<file path="src/hdl/s5u_pkg.sv">
// Shared constants and types of the SOCKS5 UDP header deframer.
// No dependencies; imported by every module of the block except s5u_ram.
package s5u_pkg;

    localparam int NAME_DEPTH = 256;
    localparam int NAME_AW    = (NAME_DEPTH > 1) ? $clog2(NAME_DEPTH) : 1;

    localparam int          POS_W   = 9;
    localparam logic [8:0]  POS_MAX = 9'd511;

    localparam logic [8:0] RSV_BYTES     = 9'd3;
    localparam logic [8:0] TYPE_POS      = 9'd3;
    localparam logic [8:0] ADDR_POS      = 9'd4;
    localparam logic [8:0] NAME_POS      = 9'd5;
    localparam logic [8:0] HDR_LEN_IPV4  = 9'd10;
    localparam logic [8:0] HDR_LEN_IPV6  = 9'd22;
    localparam logic [8:0] NAME_HDR_BASE = 9'd7;

    localparam logic [7:0] ATYP_IPV4 = 8'd1;
    localparam logic [7:0] ATYP_NAME = 8'd3;
    localparam logic [7:0] ATYP_IPV6 = 8'd4;

    localparam logic ACTION_DATA = 1'b0;
    localparam logic ACTION_LOAD = 1'b1;

    localparam int CFG_AW = 6;
    localparam logic [2:0] REG_DEST_TYPE      = 3'd0;
    localparam logic [2:0] REG_DEST_PORT      = 3'd1;
    localparam logic [2:0] REG_DEST_ADDR_HIGH = 3'd2;
    localparam logic [2:0] REG_DEST_ADDR_LOW  = 3'd3;
    localparam logic [2:0] REG_DEST_NAME_LEN  = 3'd4;
    localparam logic [2:0] REG_MAX_PAYLOAD    = 3'd5;

    localparam logic [15:0] MAX_PAYLOAD_RESET = 16'd2048;
    localparam logic [15:0] COUNT_MAX         = 16'hffff;

    // power of two, pointers wrap at the depth
    localparam int Q_DEPTH = 2;
    localparam int Q_AW    = (Q_DEPTH > 1) ? $clog2(Q_DEPTH) : 1;

    typedef enum logic [1:0] {
        STATUS_OK         = 2'd0,
        STATUS_MALFORMED  = 2'd1,
        STATUS_UNEXPECTED = 2'd2
    } status_t;

    typedef struct packed {
        logic [2:0]  dest_type;
        logic [15:0] dest_port;
        logic [63:0] dest_addr_high;
        logic [63:0] dest_addr_low;
        logic [7:0]  dest_name_length;
        logic [15:0] max_payload;
    } cfg_t;

    typedef struct packed {
        logic [7:0]       data_byte;
        logic             end_of_packet;
        logic             truncated;
        logic [POS_W-1:0] pos;
        logic             name_ok;
        logic [7:0]       name_byte;
    } q_entry_t;

endpackage

</file>
<file path="src/hdl/s5u_ram.sv">
// Generic single-write, single-read RAM with registered read data.
// No dependencies.
module s5u_ram #(
    parameter int WIDTH = 8,
    parameter int DEPTH = 256,
    localparam int AW = (DEPTH > 1) ? $clog2(DEPTH) : 1
) (
    input  logic             aclk,
    input  logic             we,
    input  logic [AW-1:0]    waddr,
    input  logic [WIDTH-1:0] wdata,
    input  logic             re,
    input  logic [AW-1:0]    raddr,
    output logic [WIDTH-1:0] rdata
);

    logic [WIDTH-1:0] mem [DEPTH];
    logic [WIDTH-1:0] rdata_reg;

    always_ff @(posedge aclk) begin
        if (we) begin
            mem[waddr] <= wdata;
        end
        if (re) begin
            rdata_reg <= mem[raddr];
        end
    end

    assign rdata = rdata_reg;

endmodule

</file>
<file path="src/hdl/s5u_front.sv">
// Front stage: accepts items, tracks byte position, owns the name store.
// Depends on s5u_pkg and s5u_ram; feeds s5u_queue.
module s5u_front import s5u_pkg::*; (
    input  logic       aclk,
    input  logic       aresetn,
    input  logic       s_valid,
    output logic       s_ready,
    input  logic       s_action,
    input  logic [7:0] s_data_byte,
    input  logic [7:0] s_name_index,
    input  logic       s_end_of_packet,
    input  logic       s_truncated,
    output logic       q_push,
    output q_entry_t   q_entry,
    input  logic       q_full
);

    logic             fv_reg, fv_next;
    logic [POS_W-1:0] pos_reg, pos_next;
    logic [7:0]       data_reg;
    logic             eop_reg, trunc_reg, name_ok_reg;
    logic [POS_W-1:0] ipos_reg;

    logic             accept, is_data, is_load;
    logic [POS_W-1:0] name_off;
    logic             name_ok;
    logic             load_ok;
    logic [7:0]       name_byte;

    assign s_ready = !fv_reg || !q_full;
    assign accept  = s_valid && s_ready;
    assign is_data = accept && (s_action == ACTION_DATA);
    assign is_load = accept && (s_action == ACTION_LOAD);
    assign q_push  = fv_reg && !q_full;

    assign name_off = pos_reg - NAME_POS;
    assign name_ok  = (pos_reg >= NAME_POS) &&
                      ({1'b0, name_off} < (POS_W + 1)'(NAME_DEPTH));
    assign load_ok  = {1'b0, s_name_index} < 9'(NAME_DEPTH);

    s5u_ram #(.WIDTH(8), .DEPTH(NAME_DEPTH)) u_name_ram (
        .aclk  (aclk),
        .we    (is_load && load_ok),
        .waddr (s_name_index[NAME_AW-1:0]),
        .wdata (s_data_byte),
        .re    (is_data && name_ok),
        .raddr (name_off[NAME_AW-1:0]),
        .rdata (name_byte)
    );

    always_comb begin
        fv_next  = fv_reg;
        pos_next = pos_reg;
        if (is_data) begin
            fv_next = 1'b1;
            if (s_end_of_packet) begin
                pos_next = '0;
            end else if (pos_reg != POS_MAX) begin
                pos_next = pos_reg + 1'b1;
            end
        end else if (q_push) begin
            fv_next = 1'b0;
        end
    end

    always_ff @(posedge aclk) begin
        if (!aresetn) begin
            fv_reg  <= 1'b0;
            pos_reg <= '0;
        end else begin
            fv_reg  <= fv_next;
            pos_reg <= pos_next;
        end
    end

    always_ff @(posedge aclk) begin
        if (is_data) begin
            data_reg    <= s_data_byte;
            eop_reg     <= s_end_of_packet;
            trunc_reg   <= s_truncated;
            ipos_reg    <= pos_reg;
            name_ok_reg <= name_ok;
        end
    end

    always_comb begin
        q_entry.data_byte     = data_reg;
        q_entry.end_of_packet = eop_reg;
        q_entry.truncated     = trunc_reg;
        q_entry.pos           = ipos_reg;
        q_entry.name_ok       = name_ok_reg;
        q_entry.name_byte     = name_byte;
    end

endmodule

</file>
<file path="src/hdl/s5u_queue.sv">
// Short FIFO between the front and back stages.
// Depends on s5u_pkg.
module s5u_queue import s5u_pkg::*; (
    input  logic     aclk,
    input  logic     aresetn,
    input  logic     push,
    input  q_entry_t push_entry,
    output logic     full,
    input  logic     pop,
    output logic     head_valid,
    output q_entry_t head
);

    q_entry_t         entries_reg [Q_DEPTH];
    logic [Q_AW-1:0]  wr_ptr_reg, rd_ptr_reg;
    logic [Q_AW:0]    count_reg, count_next;

    assign full       = (count_reg == (Q_AW + 1)'(Q_DEPTH));
    assign head_valid = (count_reg != '0);
    assign head       = entries_reg[rd_ptr_reg];

    always_comb begin
        count_next = count_reg;
        if (push && !pop) begin
            count_next = count_reg + 1'b1;
        end else if (pop && !push) begin
            count_next = count_reg - 1'b1;
        end
    end

    always_ff @(posedge aclk) begin
        if (!aresetn) begin
            wr_ptr_reg <= '0;
            rd_ptr_reg <= '0;
            count_reg  <= '0;
        end else begin
            count_reg <= count_next;
            if (push) begin
                wr_ptr_reg <= wr_ptr_reg + 1'b1;
            end
            if (pop) begin
                rd_ptr_reg <= rd_ptr_reg + 1'b1;
            end
        end
    end

    always_ff @(posedge aclk) begin
        if (push) begin
            entries_reg[wr_ptr_reg] <= push_entry;
        end
    end

endmodule

</file>
<file path="src/hdl/s5u_back.sv">
// Back stage: header checks, source compare, payload count and result register.
// Depends on s5u_pkg; fed by s5u_queue.
module s5u_back import s5u_pkg::*; (
    input  logic       aclk,
    input  logic       aresetn,
    input  cfg_t       cfg,
    input  logic       q_valid,
    input  q_entry_t   q_head,
    output logic       q_pop,
    output logic       m_valid,
    input  logic       m_ready,
    output logic [7:0] m_payload_byte,
    output logic       m_payload_valid,
    output logic       m_packet_done,
    output logic [1:0] m_status
);

    logic [2:0]       src_type_reg, src_type_next;
    logic [POS_W-1:0] hdr_len_reg, hdr_len_next;
    logic             addr_match_reg, addr_match_next;
    logic [15:0]      src_port_reg, src_port_next;
    logic             malformed_reg, malformed_next;
    logic [15:0]      pay_cnt_reg, pay_cnt_next;

    logic             m_valid_reg, m_valid_next;
    logic [7:0]       pbyte_reg;
    logic             pvalid_reg, done_reg;
    status_t          status_reg, status_next;

    logic             take, emit, pay_valid, mal_final;
    logic [7:0]       b;
    logic [POS_W-1:0] p, k;
    logic [127:0]     addr128;
    logic [7:0]       exp_v4, exp_v6;
    logic             addr_eq;

    assign take    = q_valid && (!m_valid_reg || m_ready);
    assign q_pop   = take;
    assign b       = q_head.data_byte;
    assign p       = q_head.pos;
    assign k       = p - ADDR_POS;
    assign addr128 = {cfg.dest_addr_high, cfg.dest_addr_low};
    assign exp_v4  = cfg.dest_addr_low[{~k[1:0], 3'b000} +: 8];
    assign exp_v6  = addr128[{~k[3:0], 3'b000} +: 8];

    always_comb begin
        if (src_type_reg == ATYP_IPV4[2:0]) begin
            addr_eq = (exp_v4 == b);
        end else if (src_type_reg == ATYP_IPV6[2:0]) begin
            addr_eq = (exp_v6 == b);
        end else begin
            addr_eq = q_head.name_ok && (q_head.name_byte == b);
        end
    end

    always_comb begin
        src_type_next   = src_type_reg;
        hdr_len_next    = hdr_len_reg;
        addr_match_next = addr_match_reg;
        src_port_next   = src_port_reg;
        malformed_next  = malformed_reg;
        pay_cnt_next    = pay_cnt_reg;
        pay_valid       = 1'b0;
        mal_final       = 1'b0;
        status_next     = STATUS_OK;

        if (take && !malformed_reg) begin
            if (p < RSV_BYTES) begin
                if (b != 8'd0) begin
                    malformed_next = 1'b1;
                end
            end else if (p == TYPE_POS) begin
                if (b != {5'd0, cfg.dest_type}) begin
                    addr_match_next = 1'b0;
                end
                case (b)
                    ATYP_IPV4: begin
                        src_type_next = b[2:0];
                        hdr_len_next  = HDR_LEN_IPV4;
                    end
                    ATYP_IPV6: begin
                        src_type_next = b[2:0];
                        hdr_len_next  = HDR_LEN_IPV6;
                    end
                    ATYP_NAME: begin
                        src_type_next = b[2:0];
                        hdr_len_next  = '0;
                    end
                    default: malformed_next = 1'b1;
                endcase
            end else if (p == ADDR_POS && src_type_reg == ATYP_NAME[2:0]) begin
                if (b == 8'd0) begin
                    malformed_next = 1'b1;
                end else begin
                    hdr_len_next = NAME_HDR_BASE + {1'b0, b};
                    if (b != cfg.dest_name_length) begin
                        addr_match_next = 1'b0;
                    end
                end
            end else if (hdr_len_reg != '0 && p < hdr_len_reg) begin
                if (({1'b0, p} + 10'd2) >= {1'b0, hdr_len_reg}) begin
                    src_port_next = {src_port_reg[7:0], b};
                end else if (!addr_eq) begin
                    addr_match_next = 1'b0;
                end
            end else if (hdr_len_reg != '0) begin
                if (pay_cnt_reg >= cfg.max_payload) begin
                    malformed_next = 1'b1;
                end else begin
                    pay_valid = 1'b1;
                end
                if (pay_cnt_reg != COUNT_MAX) begin
                    pay_cnt_next = pay_cnt_reg + 1'b1;
                end
            end
        end

        if (take && q_head.end_of_packet) begin
            mal_final = malformed_next || q_head.truncated || (hdr_len_next == '0) ||
                        (({1'b0, p} + 10'd1) < {1'b0, hdr_len_next});
            if (mal_final) begin
                status_next = STATUS_MALFORMED;
            end else if ((src_port_next != cfg.dest_port) ||
                         (cfg.dest_type != ATYP_NAME[2:0] && !addr_match_next) ||
                         (src_type_next == ATYP_NAME[2:0] && !addr_match_next)) begin
                status_next = STATUS_UNEXPECTED;
            end
            src_type_next   = '0;
            hdr_len_next    = '0;
            addr_match_next = 1'b1;
            src_port_next   = '0;
            malformed_next  = 1'b0;
            pay_cnt_next    = '0;
        end
    end

    assign emit = take && (pay_valid || q_head.end_of_packet);

    always_comb begin
        m_valid_next = m_valid_reg;
        if (emit) begin
            m_valid_next = 1'b1;
        end else if (m_ready) begin
            m_valid_next = 1'b0;
        end
    end

    always_ff @(posedge aclk) begin
        if (!aresetn) begin
            src_type_reg   <= '0;
            hdr_len_reg    <= '0;
            addr_match_reg <= 1'b1;
            src_port_reg   <= '0;
            malformed_reg  <= 1'b0;
            pay_cnt_reg    <= '0;
            m_valid_reg    <= 1'b0;
        end else begin
            src_type_reg   <= src_type_next;
            hdr_len_reg    <= hdr_len_next;
            addr_match_reg <= addr_match_next;
            src_port_reg   <= src_port_next;
            malformed_reg  <= malformed_next;
            pay_cnt_reg    <= pay_cnt_next;
            m_valid_reg    <= m_valid_next;
        end
    end

    always_ff @(posedge aclk) begin
        if (emit) begin
            pbyte_reg  <= pay_valid ? b : 8'd0;
            pvalid_reg <= pay_valid;
            done_reg   <= q_head.end_of_packet;
            status_reg <= status_next;
        end
    end

    assign m_valid         = m_valid_reg;
    assign m_payload_byte  = pbyte_reg;
    assign m_payload_valid = pvalid_reg;
    assign m_packet_done   = done_reg;
    assign m_status        = status_reg;

endmodule

</file>
<file path="src/hdl/socks5_udp_header_deframer.sv">
// SOCKS5 UDP relay header deframer: top level with the register port.
// Depends on s5u_pkg, s5u_front, s5u_queue and s5u_back.
//
// s_* carries one item per handshake: a datagram byte (action 0) or a
// destination name byte to store (action 1, at name_index). Datagram bytes
// give a result on m_* when they are payload or the final byte of the
// datagram; the final byte's result carries packet_done and the status.
// Name loads and header bytes give no result.
// Registers sit on the APB port at byte address 8*index, 64-bit data:
// dest_type, dest_port, dest_addr_high, dest_addr_low, dest_name_length,
// max_payload. Write them only while no datagram is in flight.
// Throughput is one item per cycle while m_ready keeps up; a result passes the
// front register, the queue and the result register before it shows on m_valid.
// The front stage reads the name store as it accepts a byte; the queue carries it to the compare.
// Reset clears the packet state and queue and loads the register defaults;
// the name store is not cleared and must be loaded before use.
// When m_ready is low the result register holds, the two-entry queue and
// the front register fill, and s_ready drops after three more items.
module socks5_udp_header_deframer import s5u_pkg::*; (
    input  logic              aclk,
    input  logic              aresetn,
    input  logic              s_valid,
    output logic              s_ready,
    input  logic              s_action,
    input  logic [7:0]        s_data_byte,
    input  logic [7:0]        s_name_index,
    input  logic              s_end_of_packet,
    input  logic              s_truncated,
    output logic              m_valid,
    input  logic              m_ready,
    output logic [7:0]        m_payload_byte,
    output logic              m_payload_valid,
    output logic              m_packet_done,
    output logic [1:0]        m_status,
    input  logic              psel,
    input  logic              penable,
    input  logic              pwrite,
    input  logic [CFG_AW-1:0] paddr,
    input  logic [63:0]       pwdata,
    output logic [63:0]       prdata,
    output logic              pready
);

    cfg_t       cfg_reg;
    logic [2:0] reg_idx;
    logic       cfg_we;
    logic       q_push, q_full, q_pop, q_valid;
    q_entry_t   q_in, q_head;

    assign pready  = 1'b1;
    assign reg_idx = paddr[5:3];
    assign cfg_we  = psel && penable && pwrite && pready;

    always_ff @(posedge aclk) begin
        if (!aresetn) begin
            cfg_reg.dest_type        <= ATYP_IPV4[2:0];
            cfg_reg.dest_port        <= '0;
            cfg_reg.dest_addr_high   <= '0;
            cfg_reg.dest_addr_low    <= '0;
            cfg_reg.dest_name_length <= '0;
            cfg_reg.max_payload      <= MAX_PAYLOAD_RESET;
        end else if (cfg_we) begin
            case (reg_idx)
                REG_DEST_TYPE:      cfg_reg.dest_type        <= pwdata[2:0];
                REG_DEST_PORT:      cfg_reg.dest_port        <= pwdata[15:0];
                REG_DEST_ADDR_HIGH: cfg_reg.dest_addr_high   <= pwdata;
                REG_DEST_ADDR_LOW:  cfg_reg.dest_addr_low    <= pwdata;
                REG_DEST_NAME_LEN:  cfg_reg.dest_name_length <= pwdata[7:0];
                REG_MAX_PAYLOAD:    cfg_reg.max_payload      <= pwdata[15:0];
                default: ;
            endcase
        end
    end

    always_comb begin
        case (reg_idx)
            REG_DEST_TYPE:      prdata = {61'd0, cfg_reg.dest_type};
            REG_DEST_PORT:      prdata = {48'd0, cfg_reg.dest_port};
            REG_DEST_ADDR_HIGH: prdata = cfg_reg.dest_addr_high;
            REG_DEST_ADDR_LOW:  prdata = cfg_reg.dest_addr_low;
            REG_DEST_NAME_LEN:  prdata = {56'd0, cfg_reg.dest_name_length};
            REG_MAX_PAYLOAD:    prdata = {48'd0, cfg_reg.max_payload};
            default:            prdata = '0;
        endcase
    end

    s5u_front u_front (
        .aclk            (aclk),
        .aresetn         (aresetn),
        .s_valid         (s_valid),
        .s_ready         (s_ready),
        .s_action        (s_action),
        .s_data_byte     (s_data_byte),
        .s_name_index    (s_name_index),
        .s_end_of_packet (s_end_of_packet),
        .s_truncated     (s_truncated),
        .q_push          (q_push),
        .q_entry         (q_in),
        .q_full          (q_full)
    );

    s5u_queue u_queue (
        .aclk       (aclk),
        .aresetn    (aresetn),
        .push       (q_push),
        .push_entry (q_in),
        .full       (q_full),
        .pop        (q_pop),
        .head_valid (q_valid),
        .head       (q_head)
    );

    s5u_back u_back (
        .aclk            (aclk),
        .aresetn         (aresetn),
        .cfg             (cfg_reg),
        .q_valid         (q_valid),
        .q_head          (q_head),
        .q_pop           (q_pop),
        .m_valid         (m_valid),
        .m_ready         (m_ready),
        .m_payload_byte  (m_payload_byte),
        .m_payload_valid (m_payload_valid),
        .m_packet_done   (m_packet_done),
        .m_status        (m_status)
    );

endmodule

</file>
<file path="config.mk">
export PLATFORM = sky130hd
export DESIGN_NAME = socks5_udp_header_deframer
export DESIGN_NICKNAME = d
export VERILOG_FILES = /design/src/hdl/s5u_pkg.sv /design/src/hdl/s5u_ram.sv /design/src/hdl/s5u_front.sv /design/src/hdl/s5u_queue.sv /design/src/hdl/s5u_back.sv /design/src/hdl/socks5_udp_header_deframer.sv
export SDC_FILE = /design/constraint.sdc
export NUM_CORES = 2
export LEC_CHECK = 0
export BUFFER_PORTS_ARGS = -buffer_cell sky130_fd_sc_hd__buf_2
export CAP_MARGIN = 20
export CORE_UTILIZATION = 42
export CTS_CLUSTER_SIZE = 10
export DETAILED_ROUTE_END_ITERATION = 10
export SYNTH_ARGS = -nofsm -noshare
export SYNTH_HDL_FRONTEND = slang
export SYNTH_SLANG_ARGS = --single-unit
</file>
<file path="constraint.sdc">
create_clock -name aclk -period 4.4 [get_ports aclk]
set_input_delay 1.32 -clock aclk [delete_from_list [all_inputs] [get_ports aclk]]
set_output_delay 1.32 -clock aclk [all_outputs]
set_load 0.005 [all_outputs]
</file>
==> metrics <==
total track usage=21.5%; simple logic cell fraction of the synthesized area=under 10%; First-pass DRT Iterations=6; max incr delay on CP=0.55 ns; VDD IR-drop max=0.302 mV; cts hold-fix bufs=0; initial antenna violation count=16; R2R Path End=u_back.m_status[1]; fin crit period=4.25 ns; post-synthesis net count=5380; type of origin of the critical path=flip-flop; GR Overflow Total=0; routed len/inst=about 28 um; later-pin clock latency in the skew report=0.94 ns; Area growth syn-to-layout=16.4%; Max Cap Violations=0; top-area cell type share of the netlist area=roughly two thirds; min-delay src=u_front.ipos_reg[8]; Metal-1 WL=about 100 mm; post-synthesis mux area share=between 10% and 20%; DR DRC count=0; total CTS buffers=about 290; clock transition at the registers of the reported paths=0.06 ns; leakage=roughly 35 nW; #FFs+latches synth=2377; GPL Wtd Cong=0.905; post-route antenna net violation count=0; critical path fanouts, max=6; Worst Setup EP=u_back.m_status[1]; dpl hpwl=158 mm; Compound-Gate Fraction of Synth Area=3.39%; Synth area leaders=edfxtp_1 67%, mux4_2 15%, dfxtp_1 4.9%; Min-Delay Path Class=flip-flop to flip-flop; Clock Skew=slightly above 0.06 ns; xor and xnor area share after synthesis=less than 1%; relative slew slack=between 30% and 40%; layout cells sized above 1=28.3%; Netlist cell types=78; clock tree from TritonCTS=yes; Reg power frac=49.6%; Mapped Avg Cell Area=between 15 and 20 um2; PnR worst setup slack=0.151 ns; largest net degree at the start of global routing=124; Reg2Reg Setup Slack=0.15 ns; Slew @ Worst Pin=around 1.0 ns; Die Area=230000 um2; final cycle utilization of the critical path=96.6%; initial DRC count=approximately 5300; cell mode on critical path=buf_4; mapped cell area=95800 um2; final hold viol count=0; Clock power frac=about 41%; number of flops mapped to enable cells by yosys=2144; required time worst endpoint=5.02 ns; Psw=0.0111 W; met2 WL post-DR=118 mm; endpoints failing setup=0; Hold Path Cell Cnt=0; Die Span X=480 um; max-slew violation count=0; YS warnings=0; DR top layer=met5; worst slack at placement=-0.451 ns; most frequent cell after synthesis=edfxtp_1; Async SR Flop Fraction=0%; sequential area share after synthesis=72.1%; routed vias/inst=5.77; CTS Sinks=2377; outcome=complete, no violations; Syn Inst Count=between 5000 and 6000; fmax=235 MHz; I/O pin count=175; num rows=174; port buffer count=170; adder-cell share of the synthesized area=less than 1%; Non-Filler Instances=8911; Die Y=480 um; clock root buffer=clkbuf_16; WL final=248 mm; Clock Tree Buf Depth=4; CP Class=flip-flop to flip-flop; Top FF cell, synth=edfxtp_1; DP Cell Count=8546; power per cell area=roughly 450 nW/um2; main combinational cell family by area after synthesis=multiplexers; Comb power frac=9.3%; crit path DAT=4.87 ns; number of fill cells=18400; post-synth top area cell=edfxtp_1; max FFs per register=a little over 2000; Switching Share=22.3%; Internal=0.0389 W; Starting Density=roughly 42%; Core Box Area=226000 um2; vias in the first global route=51600; H-tree levels=5; crit path cell chain=buf_2 > or4_4 > o22ai_4 > buf_4 > nand4_1 > nor3_2 > buf_4 > nor2_4 > a211oi_2 > ha_1 > a21o_1 > a21o_1 > a21oi_2 > o221ai_2 > o41ai_2 > buf_4 > a2111oi_2 > o21ai_1 > a31oi_1; DR WL met3=17.5 mm; synth cell count leaders=2144 x edfxtp_1, 651 x mux4_2, 468 x nand2_1; DR vias=around 51000; Worst Setup End Kind=flip-flop; Layout Nets=6008; slowest CP cell=or4_4; global-route wire length before repair=361 mm; reg2reg path depth=19
## power groups by stage
| stage | sequential (W) | combinational, W | clock, W |
|---|---|---|---|
| CTS | 0.0248 | 0.00459 | 0.0210 |
| detailed placement | 0.0252 | 0.00458 | 0 |
| global placement | 0.0252 | 0.00455 | 0 |
| floorplan | 0.0252 | 0.00266 | 0 |
| global route | 0.0248 | 0.00493 | 0.0218 |
| finish | 0.0248 | 0.00463 | 0.0206 |
## critical path: cells and delay by family, from the launching register on
kind	cells	cell delay, ns
adder cells (fa/ha/maj)	1	0.29
AO/OA/AOI/OAI	10	1.67
buffers and inverters	4	0.67
AND/OR/NAND/NOR	4	0.96
flip-flops	1	0.40
## worst min path at each step
stage	to	slack, ns
floorplan	u_front.ipos_reg[2]	0.41
global placement	u_queue.entries_reg[0][27]	0.42
detailed placement	u_queue.entries_reg[0][17]	0.43
CTS	u_queue.entries_reg[0][1]	0.43
global route	u_queue.entries_reg[0][17]	0.44
finish	u_queue.entries_reg[0][17]	0.43
## cells in the final DEF, fill, tap and decap left out, types with 21 or more instances in the layout
master | netlist | final
ha_1 | 58 | 57
dfxtp_1 | 233 | 231
a21oi_1 | 233 | 231
nor2b_1 | 46 | 46
a211oi_1 | 61 | 59
mux4_2 | 651 | 651
a22o_1 | 51 | 51
buf_2 | 60 | 163
xor2_1 | 41 | 38
xnor2_1 | 57 | 55
o21ai_0 | 39 | 39
nand4_1 | 25 | 25
buf_12 | 0 | 51
nor2_1 | 350 | 346
buf_4 | 2 | 411
clkbuf_16 | 0 | 302
a22oi_1 | 22 | 21
inv_1 | 59 | 58
nand3_1 | 63 | 57
edfxtp_1 | 2144 | 2144
mux2i_1 | 104 | 100
clkbuf_1 | 197 | 40
nand2_1 | 468 | 457
## kinds of logic (layout without fill, tap and decap cells)
| family | after synthesis | after routing |
|---|---|---|
| AO/OA/AOI/OAI | 503 | 503 |
| buffers and inverters | 365 | 1055 |
| AND/OR/NAND/NOR | 1056 | 1056 |
| multiplexers | 768 | 768 |
| adder cells (fa/ha/maj) | 58 | 58 |
| other | 1 | 4 |
| flip-flops | 2377 | 2377 |
| XOR/XNOR | 98 | 98 |
## layer usage
metal	track usage (%)	vias to the layer above
met2	34.0	2045
met3	3.58	421
met4	6.46	12
li1	-	22100
met5	0	-
met1	30.6	26900
## stage by stage
stage | setup TNS [ns] | cell area, um2 | utilization, % | total power [W] | hold slack, ns
2_1_floorplan | 0 | 95800 | - | 0.0279 | 0.406
4_1_cts | 0 | 111000 | 49.3 | 0.0504 | 0.433
6_report | 0 | 111000 | 49.4 | 0.0500 | 0.434
3_5_place_dp | -0.746 | 104000 | 45.9 | 0.0298 | 0.430
5_1_grt | -0.0163 | 111000 | 49.4 | 0.0515 | 0.440
3_3_place_gp | -0.877 | 104000 | 45.9 | 0.0298 | 0.425
## area by class of cell
class / instances / area, um2 / area share [%]
inverter: 65 / 249 / 0.223
antenna: 3 / 7.51 / 0.00674
sequential: 2377 / 69100 / 62.0
timing repair buffer: 635 / 5070 / 4.55
tap: 2992 / 3740 / 3.36
clock inverter: 11 / 92.6 / 0.0831
multi-input combinational: 2484 / 25500 / 22.9
clock buffer: 344 / 7730 / 6.94
## what timing repair did
item                       4_1_cts  5_1_grt
resized for setup                1       10
setup buffers                    0        5
pin swaps                        0        6
setup endpoints to repair        1        2
(Power assumes the default switching activity.)
